==> config.mk <==
export PLATFORM = sky130hd
export DESIGN_NAME = hid_keyboard_report_to_ascii_unit_flat
export DESIGN_NICKNAME = d
export VERILOG_FILES = /design/src/hdl/hkr_pkg.sv /design/src/hdl/hkr_if.sv /design/src/hdl/hkr_lane.sv /design/src/hdl/hkr_merge.sv /design/src/hdl/hid_keyboard_report_to_ascii_unit.sv /design/src/flat_wrapper.sv
export SDC_FILE = /design/constraint.sdc
export NUM_CORES = 1
export LEC_CHECK = 0
export BUFFER_PORTS_ARGS = -buffer_cell sky130_fd_sc_hd__buf_2
export CAP_MARGIN = 30
export CORE_ASPECT_RATIO = 1.25
export CORE_MARGIN = 1
export CORE_UTILIZATION = 44
export CTS_BUF_LIST = sky130_fd_sc_hd__clkbuf_16
export DETAILED_ROUTE_END_ITERATION = 6
export PLACE_DENSITY = 0.72
export SLEW_MARGIN = 0
export SYNTH_ARGS = -nofsm -noshare
export SYNTH_HDL_FRONTEND = slang
export SYNTH_SLANG_ARGS = --single-unit
==> constraint.sdc <==
create_clock -name i_clk -period 3.7 [get_ports i_clk]
set_input_delay 0.74 -clock i_clk [delete_from_list [all_inputs] [get_ports i_clk]]
set_output_delay 0.74 -clock i_clk [all_outputs]
set_load 0.03 [all_outputs]
==> src/hdl/hkr_pkg.sv <==
// package: shared types, constants and the usage code to character map
`timescale 1ns / 1ps
`default_nettype none

package hkr_pkg;

    // slots carried by one boot keyboard report
    localparam int INPUT_SLOTS    = 6;
    localparam int KEY_SLOTS_DEF  = 6;
    localparam int CODE_W         = 8;
    localparam int CHAR_W         = 7;

    localparam logic [7:0] MIN_REPORT_LEN = 8'd8;
    // left shift and right shift bits of the modifier byte
    localparam logic [7:0] SHIFT_MASK     = 8'h22;

    // usage codes
    localparam logic [7:0] CODE_NONE      = 8'd0;
    localparam logic [7:0] CODE_A         = 8'd4;
    localparam logic [7:0] CODE_Z         = 8'd29;
    localparam logic [7:0] CODE_1         = 8'd30;
    localparam logic [7:0] CODE_9         = 8'd38;
    localparam logic [7:0] CODE_0         = 8'd39;
    localparam logic [7:0] CODE_ENTER     = 8'd40;
    localparam logic [7:0] CODE_BACKSPACE = 8'd42;
    localparam logic [7:0] CODE_SPACE     = 8'd44;

    // one lane result: a character to emit, or none
    typedef struct packed {
        logic              hit;
        logic [CHAR_W-1:0] ch;
    } t_lane_res;

    // shifted digit row: ! @ # $ % ^ & * (
    function automatic logic [CHAR_W-1:0] shifted_digit(input logic [3:0] idx);
        logic [CHAR_W-1:0] ch;
        case (idx)
            4'd0:    ch = 7'h21;
            4'd1:    ch = 7'h40;
            4'd2:    ch = 7'h23;
            4'd3:    ch = 7'h24;
            4'd4:    ch = 7'h25;
            4'd5:    ch = 7'h5E;
            4'd6:    ch = 7'h26;
            4'd7:    ch = 7'h2A;
            4'd8:    ch = 7'h28;
            default: ch = 7'h00;
        endcase
        return ch;
    endfunction

    // map a usage code to a character; hit is low for unmapped codes
    function automatic t_lane_res map_code(input logic [CODE_W-1:0] code,
                                           input logic shift);
        t_lane_res res;
        logic [CHAR_W-1:0] off;
        res = '{hit: 1'b1, ch: '0};
        off = '0;
        case (code) inside
            [CODE_A:CODE_Z]: begin
                off    = code[CHAR_W-1:0] - CODE_A[CHAR_W-1:0];
                res.ch = (shift ? 7'h41 : 7'h61) + off;
            end
            [CODE_1:CODE_9]: begin
                off    = code[CHAR_W-1:0] - CODE_1[CHAR_W-1:0];
                res.ch = shift ? shifted_digit(off[3:0]) : 7'h31 + off;
            end
            CODE_0:         res.ch = shift ? 7'h29 : 7'h30;
            CODE_ENTER:     res.ch = 7'd10;
            CODE_BACKSPACE: res.ch = 7'd8;
            CODE_SPACE:     res.ch = 7'h20;
            default:        res.hit = 1'b0;
        endcase
        return res;
    endfunction

endpackage

`default_nettype wire

==> src/hdl/hkr_if.sv <==
// interfaces: report input channel and character output channel
`timescale 1ns / 1ps
`default_nettype none

interface hkr_in_if;
    logic       valid;
    logic       ready;
    logic [7:0] modifier_bits;
    logic [7:0] key_slot_0;
    logic [7:0] key_slot_1;
    logic [7:0] key_slot_2;
    logic [7:0] key_slot_3;
    logic [7:0] key_slot_4;
    logic [7:0] key_slot_5;
    logic [7:0] report_length;

    modport source (output valid, modifier_bits, key_slot_0, key_slot_1, key_slot_2,
                    key_slot_3, key_slot_4, key_slot_5, report_length, input ready);
    modport sink   (input valid, modifier_bits, key_slot_0, key_slot_1, key_slot_2,
                    key_slot_3, key_slot_4, key_slot_5, report_length, output ready);
endinterface

interface hkr_out_if;
    logic       valid;
    logic       ready;
    logic [6:0] char_code;
    logic       last_of_run;

    modport source (output valid, char_code, last_of_run, input ready);
    modport sink   (input valid, char_code, last_of_run, output ready);
endinterface

`default_nettype wire

==> src/hdl/hkr_lane.sv <==
// lane: checks one slot against the previous report and maps it to a character
`timescale 1ns / 1ps
`default_nettype none

module hkr_lane #(
    parameter int KEY_SLOTS = hkr_pkg::KEY_SLOTS_DEF
) (
    input  wire logic [hkr_pkg::CODE_W-1:0] i_code,
    input  wire logic                       i_shift,
    input  wire logic [hkr_pkg::CODE_W-1:0] i_prev [KEY_SLOTS],
    output hkr_pkg::t_lane_res              o_res
);
    import hkr_pkg::*;

    logic      seen;
    t_lane_res mapped;

    always_comb begin
        seen = 1'b0;
        for (int j = 0; j < KEY_SLOTS; j++) begin
            if (i_prev[j] == i_code) seen = 1'b1;
        end
    end

    assign mapped    = map_code(i_code, i_shift);
    assign o_res.hit = (i_code != CODE_NONE) && !seen && mapped.hit;
    assign o_res.ch  = mapped.ch;

endmodule

`default_nettype wire

==> src/hdl/hkr_merge.sv <==
// merge: holds lane results and sends the characters out in slot order
`timescale 1ns / 1ps
`default_nettype none

module hkr_merge #(
    parameter int KEY_SLOTS = hkr_pkg::KEY_SLOTS_DEF
) (
    input  wire logic          i_clk,
    input  wire logic          i_rst_n,
    input  wire logic          i_load,
    input  hkr_pkg::t_lane_res i_res [KEY_SLOTS],
    output logic               o_ready,
    hkr_out_if.source          o_char
);
    import hkr_pkg::*;

    // hold stage: one decoded report waiting for the send stage
    logic                 r_a_valid, n_a_valid;
    logic [KEY_SLOTS-1:0] r_a_mask,  n_a_mask;
    logic [CHAR_W-1:0]    r_a_char [KEY_SLOTS];
    // send stage: characters still to go out
    logic [KEY_SLOTS-1:0] r_b_mask,  n_b_mask;
    logic [CHAR_W-1:0]    r_b_char [KEY_SLOTS];

    logic [KEY_SLOTS-1:0] lowest;
    logic [KEY_SLOTS-1:0] rest;
    logic [CHAR_W-1:0]    sel_char;
    logic                 out_fire, b_free, a_move;

    assign lowest   = r_b_mask & (~r_b_mask + 1'b1);
    assign rest     = r_b_mask & ~lowest;
    assign out_fire = o_char.valid && o_char.ready;
    assign b_free   = (r_b_mask == '0) || (out_fire && rest == '0);
    assign a_move   = r_a_valid && b_free;
    assign o_ready  = !r_a_valid || a_move;

    always_comb begin
        sel_char = '0;
        for (int k = 0; k < KEY_SLOTS; k++) begin
            if (lowest[k]) sel_char = sel_char | r_b_char[k];
        end
    end

    assign o_char.valid       = (r_b_mask != '0);
    assign o_char.char_code   = sel_char;
    assign o_char.last_of_run = (rest == '0);

    always_comb begin
        n_a_valid = r_a_valid;
        n_a_mask  = r_a_mask;
        n_b_mask  = r_b_mask;
        if (a_move) begin
            n_b_mask  = r_a_mask;
            n_a_valid = 1'b0;
        end else if (out_fire) begin
            n_b_mask = rest;
        end
        if (i_load) begin
            n_a_valid = 1'b1;
            for (int k = 0; k < KEY_SLOTS; k++) n_a_mask[k] = i_res[k].hit;
        end
    end

    always_ff @(posedge i_clk) begin
        if (!i_rst_n) begin
            r_a_valid <= 1'b0;
            r_a_mask  <= '0;
            r_b_mask  <= '0;
        end else begin
            r_a_valid <= n_a_valid;
            r_a_mask  <= n_a_mask;
            r_b_mask  <= n_b_mask;
        end
    end

    always_ff @(posedge i_clk) begin
        if (a_move) begin
            for (int k = 0; k < KEY_SLOTS; k++) r_b_char[k] <= r_a_char[k];
        end
        if (i_load) begin
            for (int k = 0; k < KEY_SLOTS; k++) r_a_char[k] <= i_res[k].ch;
        end
    end

endmodule

`default_nettype wire

==> src/hdl/hid_keyboard_report_to_ascii_unit.sv <==
// top level: boot keyboard report to ascii character decoder
`timescale 1ns / 1ps
`default_nettype none

// Decodes HID boot keyboard reports into ASCII characters. Each report item carries
// the modifier byte, six key slots and the report length; reports shorter than 8
// bytes are taken and dropped with no effect. Every slot has its own lane that
// compares the code against the previous report's codes and maps it (letters,
// digits, shifted digit symbols, enter as 10, backspace as 8, space); a key emits
// only on the report where it first shows up. The characters of one report leave
// in slot order, one per cycle while the output is ready, with last_of_run set on
// the final one; a report that yields nothing gives no output item. A report is
// taken in the cycle it is offered while the hold stage is empty or moves on to
// the send stage, and the next report's characters follow the last of a run with
// no gap when they wait in the hold stage. The limit is the single output port:
// one character per cycle. A hold stage between the lanes and the send stage lets
// one more report be taken while characters still wait on a stalled output. A
// report goes through the hold stage and then the send stage to the output.
module hid_keyboard_report_to_ascii_unit #(
    parameter int KEY_SLOTS = hkr_pkg::KEY_SLOTS_DEF
) (
    input  wire logic i_clk,
    input  wire logic i_rst_n,
    hkr_in_if.sink    i_report,
    hkr_out_if.source o_char
);
    import hkr_pkg::*;

    // codes of the last full report, zero at reset
    logic [CODE_W-1:0] r_prev [KEY_SLOTS];

    logic [CODE_W-1:0] in_slot  [INPUT_SLOTS];
    logic [CODE_W-1:0] cur_slot [KEY_SLOTS];
    t_lane_res         lane_res [KEY_SLOTS];
    logic              shift;
    logic              full_report;
    logic              in_fire;
    logic              merge_ready;

    assign in_slot[0] = i_report.key_slot_0;
    assign in_slot[1] = i_report.key_slot_1;
    assign in_slot[2] = i_report.key_slot_2;
    assign in_slot[3] = i_report.key_slot_3;
    assign in_slot[4] = i_report.key_slot_4;
    assign in_slot[5] = i_report.key_slot_5;

    assign shift       = (i_report.modifier_bits & SHIFT_MASK) != 8'h00;
    assign full_report = i_report.report_length >= MIN_REPORT_LEN;
    assign i_report.ready = merge_ready;
    assign in_fire     = i_report.valid && merge_ready;

    // one lane per slot; slots past the report's six read as empty
    for (genvar g = 0; g < KEY_SLOTS; g++) begin : g_lane
        if (g < INPUT_SLOTS) begin : g_real
            assign cur_slot[g] = in_slot[g];
        end else begin : g_empty
            assign cur_slot[g] = CODE_NONE;
        end

        hkr_lane #(
            .KEY_SLOTS (KEY_SLOTS)
        ) u_lane (
            .i_code  (cur_slot[g]),
            .i_shift (shift),
            .i_prev  (r_prev),
            .o_res   (lane_res[g])
        );
    end

    // unmapped new codes are stored too: store the raw slots
    always_ff @(posedge i_clk) begin
        if (!i_rst_n) begin
            for (int k = 0; k < KEY_SLOTS; k++) r_prev[k] <= CODE_NONE;
        end else if (in_fire && full_report) begin
            for (int k = 0; k < KEY_SLOTS; k++) r_prev[k] <= cur_slot[k];
        end
    end

    hkr_merge #(
        .KEY_SLOTS (KEY_SLOTS)
    ) u_merge (
        .i_clk   (i_clk),
        .i_rst_n (i_rst_n),
        .i_load  (in_fire && full_report),
        .i_res   (lane_res),
        .o_ready (merge_ready),
        .o_char  (o_char)
    );

endmodule

`default_nettype wire

==> src/flat_wrapper.sv <==
// flat-port wrapper written by rule: the top's interface ports become plain ports
module hid_keyboard_report_to_ascii_unit_flat import hkr_pkg::*;
#(
    parameter int KEY_SLOTS = hkr_pkg::KEY_SLOTS_DEF
)
  (i_clk, i_rst_n, i_report_valid, i_report_modifier_bits, i_report_key_slot_0, i_report_key_slot_1, i_report_key_slot_2, i_report_key_slot_3, i_report_key_slot_4, i_report_key_slot_5, i_report_report_length, i_report_ready, o_char_valid, o_char_char_code, o_char_last_of_run, o_char_ready);
  hkr_in_if i_report_i ();
  hkr_out_if o_char_i ();
  input  wire logic i_clk;
  input  wire logic i_rst_n;
  input wire logic [$bits(i_report_i.valid)-1:0] i_report_valid;
  input wire logic [$bits(i_report_i.modifier_bits)-1:0] i_report_modifier_bits;
  input wire logic [$bits(i_report_i.key_slot_0)-1:0] i_report_key_slot_0;
  input wire logic [$bits(i_report_i.key_slot_1)-1:0] i_report_key_slot_1;
  input wire logic [$bits(i_report_i.key_slot_2)-1:0] i_report_key_slot_2;
  input wire logic [$bits(i_report_i.key_slot_3)-1:0] i_report_key_slot_3;
  input wire logic [$bits(i_report_i.key_slot_4)-1:0] i_report_key_slot_4;
  input wire logic [$bits(i_report_i.key_slot_5)-1:0] i_report_key_slot_5;
  input wire logic [$bits(i_report_i.report_length)-1:0] i_report_report_length;
  output wire logic [$bits(i_report_i.ready)-1:0] i_report_ready;
  output wire logic [$bits(o_char_i.valid)-1:0] o_char_valid;
  output wire logic [$bits(o_char_i.char_code)-1:0] o_char_char_code;
  output wire logic [$bits(o_char_i.last_of_run)-1:0] o_char_last_of_run;
  input wire logic [$bits(o_char_i.ready)-1:0] o_char_ready;
  assign i_report_i.valid = i_report_valid;
  assign i_report_i.modifier_bits = i_report_modifier_bits;
  assign i_report_i.key_slot_0 = i_report_key_slot_0;
  assign i_report_i.key_slot_1 = i_report_key_slot_1;
  assign i_report_i.key_slot_2 = i_report_key_slot_2;
  assign i_report_i.key_slot_3 = i_report_key_slot_3;
  assign i_report_i.key_slot_4 = i_report_key_slot_4;
  assign i_report_i.key_slot_5 = i_report_key_slot_5;
  assign i_report_i.report_length = i_report_report_length;
  assign i_report_ready = i_report_i.ready;
  assign o_char_valid = o_char_i.valid;
  assign o_char_char_code = o_char_i.char_code;
  assign o_char_last_of_run = o_char_i.last_of_run;
  assign o_char_i.ready = o_char_ready;
  hid_keyboard_report_to_ascii_unit #(.KEY_SLOTS(KEY_SLOTS)) u_core (.i_clk(i_clk), .i_rst_n(i_rst_n), .i_report(i_report_i), .o_char(o_char_i));
endmodule
# After elaboration in Yosys (flattened, before gate mapping)
# Memory sizes are Yosys's and may differ from the RTL's.
# Index checks and enable logic that the tools add are counted.
[classes]
n_addsub = 25
mul = 0
div = 0
magnitude_cmp = 25
eq_ne = 60
shifts = 0
muxes = 130
n_bitwise = 9
reduce_logical = 50
[ops]
columns = ["cell", "count"]
rows = [
  ["8-bit == test", 36],
  ["7-bit 2-to-1 mux", 30],
  ["8-bit by 6-bit == test with 1-bit output, second input constant", 24],
  ["6-bit 2-to-1 mux", 21],
  ["1-bit 2-to-1 mux", 78],
  ["8-bit nonzero test", 7],
  ["8-bit by 3-bit greater-or-equal comparator with 1-bit output, second input constant", 6],
  ["8-bit by 5-bit greater-or-equal comparator with 1-bit output, second input constant", 6],
  ["8-bit by 5-bit <= comparator with 1-bit output, second input constant", 6],
  ["8-bit by 6-bit <= comparator with 1-bit output, second input constant", 6],
  ["6-bit by 7-bit adder with 7-bit output, first input constant", 6],
  ["7-bit adder", 6],
  ["7-bit by 3-bit subtractor with 7-bit output, second input constant", 6],
  ["7-bit by 5-bit subtractor with 7-bit output, second input constant", 6],
  ["7-bit OR", 5],
  ["1-bit logical AND", 29],
  ["6-bit AND", 2],
  ["6-bit zero test", 2],
  ["6-bit NOT", 2],
  ["8-bit by 4-bit greater-or-equal comparator with 1-bit output, second input constant", 1],
  ["1-bit zero test", 7],
  ["6-bit by 1-bit adder with 6-bit output, second input constant", 1],
  ["6-bit nonzero test", 1],
  ["5-bit 2-to-1 mux", 1],
  ["other kinds (2)", 4],
]
[totals]
reg_bits = 61
latchBits = 0
mem_bits_rw = 84
mem_bits_ro = 672
out_inout_bits = 10
wordCells = 316
memories = 8
[memory_table]
columns = ["memory", "words", "word_bits", "rd", "rd_clocked_by_memory_dff", "write_ports", "line_no", "source"]
rows = [
  ["(name not given)", 16, 7, 1, 0, 0, "hkr_pkg.sv:37", "case (idx)"],
  ["(name not given)", 16, 7, 1, 0, 0, "hkr_pkg.sv:37", ""],
  ["(name not given)", 16, 7, 1, 0, 0, "hkr_pkg.sv:37", ""],
  ["(name not given)", 16, 7, 1, 0, 0, "hkr_pkg.sv:37", ""],
  ["(name not given)", 16, 7, 1, 0, 0, "hkr_pkg.sv:37", ""],
  ["(name not given)", 16, 7, 1, 0, 0, "hkr_pkg.sv:37", ""],
  ["2 more memories", "--", "--", "--", "--", "--", "--", ""],
]

# Longest topological paths before layout
[logic_depth]
ltp_word = 14
mapped_depth = 11
depth_no_buf = 9

# By module
# From an unflattened synthesis, not the netlist that was laid out.
[unflattened]
hier_cells = 1697
hier_area_um2 = 15536.2
[modules_own_cells]
columns = ["mod", "n_inst", "cells_per_inst", "area_each_um2"]
rows = [
  ["hkr_lane at u_core.g_lane[0].u_lane ...", 4, 200, 1589.0],
  ["hkr_merge", 1, 201, 3520.9],
  ["hid_keyboard_report_to_ascii_unit", 1, 295, 2484.9],
  ["hkr_lane at u_core.g_lane[1].u_lane", 1, 200, 1591.5],
  ["hkr_lane at u_core.g_lane[3].u_lane", 1, 201, 1582.8],
]

# Worst setup path after synthesis
# Ideal clock, no wire load.
[synth_path]
path_type = "input -> register"
start = "in i_report_key_slot_4[1]"
end = "mem u_core.u_merge.r_a_char[4][4] (data pin)"
arrival_ps = 2608
slack_ps = 833
cell_stages = 9
path_buffers = 2
path_cell_list = "buf_2 inv_1 ha_1 clkbuf_1 or3b_1 and3_1 o21bai_1 a21oi_1 o31a_1"
[synth_lines]
columns = ["element", "line_no", "source"]
rows = [
  ["from (decl)", "flat_wrapper.sv:17", "input wire logic [$bits(i_report_i.key_slot_4)-1:0] i_report_key_slot_4;"],
  ["to (decl)", "hkr_merge.sv:20", "logic [CHAR_W-1:0] r_a_char [KEY_SLOTS];"],
]

# Worst setup path after layout
[layout_path]
start = "reg u_core.u_merge.r_b_mask[1]"
end = "out o_char_char_code[4]"
[layout_via]
elab_chain_len = 12
[layout_rtl]
columns = ["element", "line_no", "source"]
rows = [
  ["from (decl)", "hkr_merge.sv:22", "logic [KEY_SLOTS-1:0] r_b_mask, n_b_mask;"],
  ["from (signal assigned)", "hkr_merge.sv:72", "r_b_mask <= n_b_mask;"],
  ["6-bit NOT", "hkr_merge.sv:30", "assign lowest = r_b_mask & (~r_b_mask + 1'b1);"],
  ["6-bit by 1-bit adder with 6-bit output", "hkr_merge.sv:30", ""],
  ["6-bit AND (*)", "hkr_merge.sv:30", ""],
  ["7-bit 2-to-1 mux", "hkr_merge.sv:40", "if (lowest[k]) sel_char = sel_char | r_b_char[k];"],
  ["7-bit OR", "hkr_merge.sv:40", ""],
  ["7-bit 2-to-1 mux", "hkr_merge.sv:40", ""],
  ["7-bit OR", "hkr_merge.sv:40", ""],
  ["7-bit 2-to-1 mux", "hkr_merge.sv:40", ""],
  ["7-bit OR", "hkr_merge.sv:40", ""],
  ["7-bit 2-to-1 mux", "hkr_merge.sv:40", ""],
  ["7-bit OR", "hkr_merge.sv:40", ""],
  ["7-bit 2-to-1 mux (*)", "hkr_merge.sv:40", ""],
  ["to (decl)", "flat_wrapper.sv:22", "output wire logic [$bits(o_char_i.char_code)-1:0] o_char_char_code;"],
]
# Mark *: on every way between the ends. The rest lies on a longest branch, timed or not.

==> key figures <==
Worst setup path
  – Required time of the worst setup path: 2.96 ns
  – Worst-path maximum fanout: 15
  – Worst reg2reg setup slack: 0.96 ns
  – Data arrival at the endpoint of the critical path: 2.73 ns
  – Source of the worst register-to-register timing path: u_core.u_merge.r_b_mask[1]$_SDFFE_PN0P_
  – Crit. Startpoint: u_core.u_merge.r_b_mask[1]$_SDFFE_PN0P_
  – Critical Path Sink Type: primary output
  – Category of the worst setup path launch point: register
  – R2R Path End: u_core.u_merge.r_b_char[5][2]$_DFFE_PP_
  – Worst r2r path cells: 6
  – Critical path start-end classification: register to primary output

STA
  – Clock period minus worst slack: 3.47 ns
  – Slew HR: 34.8%
  – Sum of negative setup slack: 0 ns
  – Worst slew pin tran: 0.979 ns
  – Max frequency: 0.288 GHz
  – Max-slew violations: 0
  – Setup violations, final: 0
  – RSZ-0062 raised after global routing: no
  – Count of endpoints failing hold in the final timing report: 0
  – Post-route clock skew: 0.0129 ns
  – Fin worst setup slack: 0.228 ns
  – Final critical-path share of the clock period: 93.8%

GRT
  – Total routing resource utilization after global routing: 25.1%
  – Initial antenna violation count: 3
  – Vias in the first global route: 11400
  – Largest net degree at the start of global routing: 99
  – Global-route wire length before repair: 63900 um
  – Congestion Overflow GR: 0

Routing
  – DR vias: 12000
  – Number of iterations in the first detailed-routing pass: 7
  – Vias per cell: 6.01
  – Post-detailed-route DRC marker count: 0
  – Post-route antenna net violation count: 0
  – Iteration-0 DRC Markers: 936
  – DR WL/cell: 20.6 um
  – Final WL: 41200 um

Clock tree
  – Clock insertion delay at the later pin of the skew report: 0.44 ns
  – Post-cts resize count: 0
  – Clock H-tree levels: 4
  – Clock sink count: 145
  – CTS hold repair buffers: 0
  – Largest buffer count on any clock path: 2
  – CTS Buf Count: 17
  – Number of setup buffers added after CTS: 0
  – Clock edge transition at the registers on the reported setup and hold paths: 0.07 ns
  – CTS Root Cell: sky130_fd_sc_hd__clkbuf_16
  – TritonCTS clock tree: done

Job
  – Max Cap Viol: 0

Yosys
  – Post-synth EDFFs: 84
  – Synthesized area per cell: 8.75 sq um
  – Main synth FF type: sky130_fd_sc_hd__edfxtp_1
  – Cell area after synthesis: 0.0141 sq mm
  – Synth top area share: 17.9%
  – Proportion of synthesized flip-flops having asynchronous set or reset: 0%
  – Total nets after synthesis: 1803
  – Synthesis warning total: 0
  – Number of standard cells after synthesis: 1615
  – Area leader, netlist: sky130_fd_sc_hd__edfxtp_1
  – Sequential element share of the synthesized area: 26.5%
  – Post-synthesis cell type count: 77
  – Cells taking the most area after synthesis: sky130_fd_sc_hd__edfxtp_1 18%, sky130_fd_sc_hd__xnor2_1 13%, sky130_fd_sc_hd__ha_1 11%, sky130_fd_sc_hd__xor2_1 9.4%, sky130_fd_sc_hd__dfxtp_1 8.6%
  – Number of synthesized register bits: 145

Power
  – Cell Int Power: 3.25 mW
  – Net Sw Power: 1.74 mW
  – Part of the power in the clock network: 35.1%
  – Comb pwr share: 25.0%
  – Switching part of the total power: 34.9%
  – P_leak: 5.89 nW
  – Power density over cell area: 330 mW/mm^2
  – Share of power burned in registers: 39.9%
  – VDD IR-drop max: 317 uV

Floorplan
  – Die width: 162 um
  – I/O pin total: 78
  – Core region area: 0.0317 sq mm
  – Initial standard-cell utilization of the core: 44.6%
  – Cell Rows: 73
  – Die height: 202 um
  – Die area: 0.0328 sq mm

Final layout
  – Fraction of layout cells with a size suffix above 1: 8.51%
  – Nets: 1762
  – Filler cell count in the final layout: 2956
  – Layout overhead on the synthesized area: 7.03%
  – Register cell area after layout: 0.00374 sq mm
  – Final cell count without fillers: 2001
  – Area used by multi-input combinational logic: 0.00952 sq mm
  – Most common cell after layout, fill and taps aside: sky130_fd_sc_hd__xnor2_1
  – Most frequent cells in the layout: 204 x sky130_fd_sc_hd__xnor2_1, 151 x sky130_fd_sc_hd__xor2_1, 128 x sky130_fd_sc_hd__nand2_1

Min path
  – End point of the most critical hold path: u_core.u_merge.r_b_char[0][3]$_DFFE_PP_
  – Hold path start: u_core.u_merge.r_a_char[0][3]$_DFFE_PP_
  – Instance count along the most critical hold path: 0
  – Path category of the worst min-delay check: register to register

Outcome
  – Result of the run: completed

Place
  – Cells after DPL: 1967
  – HPWL after detailed placement: 29300 um
  – Setup Slack @ Placement: 0.392 ns
  – RePlAce Congestion: 0.946
  – Number of buffer cells added on primary ports: 68
## sequential cells by signal (all words and copies together), names as in the netlist
| name | flops |
|---|---|
| u_core.r_prev | 48 |
| u_core.u_merge.r_a_mask | 6 |
| u_core.u_merge.r_b_mask | 6 |
| u_core.u_merge.r_a_char | 42 |
| u_core.u_merge.r_a_valid | 1 |
| u_core.u_merge.r_b_char | 42 |
## through the flow
step                power [mW]  hold WS (ns)  instance area (sq um)  util [%]
global route              5.18         0.423                  15100      47.7
finish                    4.99         0.416                  15100      47.7
global placement          3.20         0.401                  14500      45.7
CTS                       4.98         0.419                  15100      47.7
floorplan                 2.91         0.400                  14100         -
detailed placement        3.24         0.405                  14500      45.8
## critical path: stages (launching register included)
cell and delay (ns):
sky130_fd_sc_hd__dfxtp_1 0.63, sky130_fd_sc_hd__nor2_1 0.18, sky130_fd_sc_hd__nand2_1 0.14, sky130_fd_sc_hd__nor2_1 0.06, sky130_fd_sc_hd__and2_0 0.26, sky130_fd_sc_hd__a222oi_1 0.58, sky130_fd_sc_hd__o211ai_1 0.22, sky130_fd_sc_hd__buf_2 0.23
## power by group through the flow
stage / sequential (mW) / clock, mW / combinational, mW
after floorplan: 1.86 / 0 / 1.05
after detailed placement: 2.01 / 0 / 1.22
final: 1.99 / 1.75 / 1.25
after global routing: 1.99 / 1.83 / 1.36
after global placement: 2.01 / 0 / 1.19
after CTS: 1.98 / 1.77 / 1.23
## synth_stat cells (all sizes together), types with 4 or more instances
library cell and n:
a21oi 70, mux2i 67, o32ai 4, nand3b 7, o41ai 11, o21bai 8
o211ai 21, xor2 151, buf 58, a211oi 23, nor2b 49, a311o 6
nand4 47, edfxtp 84, o21ai 50, a22oi 9, nand2b 5, a21boi 4
a311oi 18, nor4 36, and3b 4, nor3 18, o22ai 16, inv 62
nand2 128, nand3 22, dfxtp 61, clkbuf 89, ha 120, a222oi 7
nor2 70, a31oi 14, and3 11, xnor2 204, o2111ai 8
## area by class of cell
cell class	instances	area share (%)
timing repair buffer	87	3.28
multi-input combinational	1261	63.0
inverter	62	1.54
clock buffer	17	2.81
sequential	145	24.8
tap	412	3.41
antenna	2	0.0331
clock inverter	15	1.22
## worst max-delay path by stage
stage                                                   end  slack (ns)  depth (start not counted)
floorplan           u_core.u_merge.r_a_char[4][4]$_DFFE_PP_        0.83                          9
global placement    u_core.u_merge.r_a_char[3][4]$_DFFE_PP_        0.46                          9
detailed placement  u_core.u_merge.r_a_char[3][4]$_DFFE_PP_        0.39                          9
CTS                                     o_char_char_code[4]        0.31                          7
global route                            o_char_char_code[4]        0.12                          7
finish                                  o_char_char_code[4]        0.23                          7
## kinds of logic after synthesis
group | after synthesis | share of synthesized area (%)
AND/OR/NAND/NOR | 413 | 14.8
XOR/XNOR | 355 | 22.0
AO/OA/AOI/OAI | 303 | 14.8
buffers and inverters | 209 | 6.27
flip-flops | 145 | 26.5
adder cells (fa/ha/maj) | 122 | 10.8
multiplexers | 68 | 4.83
## per-layer routing
layer,vias up,wire [um],share of wire [%],GRT usage (%)
met2,506,20200,49,43.1
met1,5749,16100,39,29.5
li1,5608,-,-,-
met3,158,2810,6.8,4.49
met4,2,2090,5.1,13.5
met5,-,16,0.039,0
No activity file was read; power rests on OpenSTA's default activity.
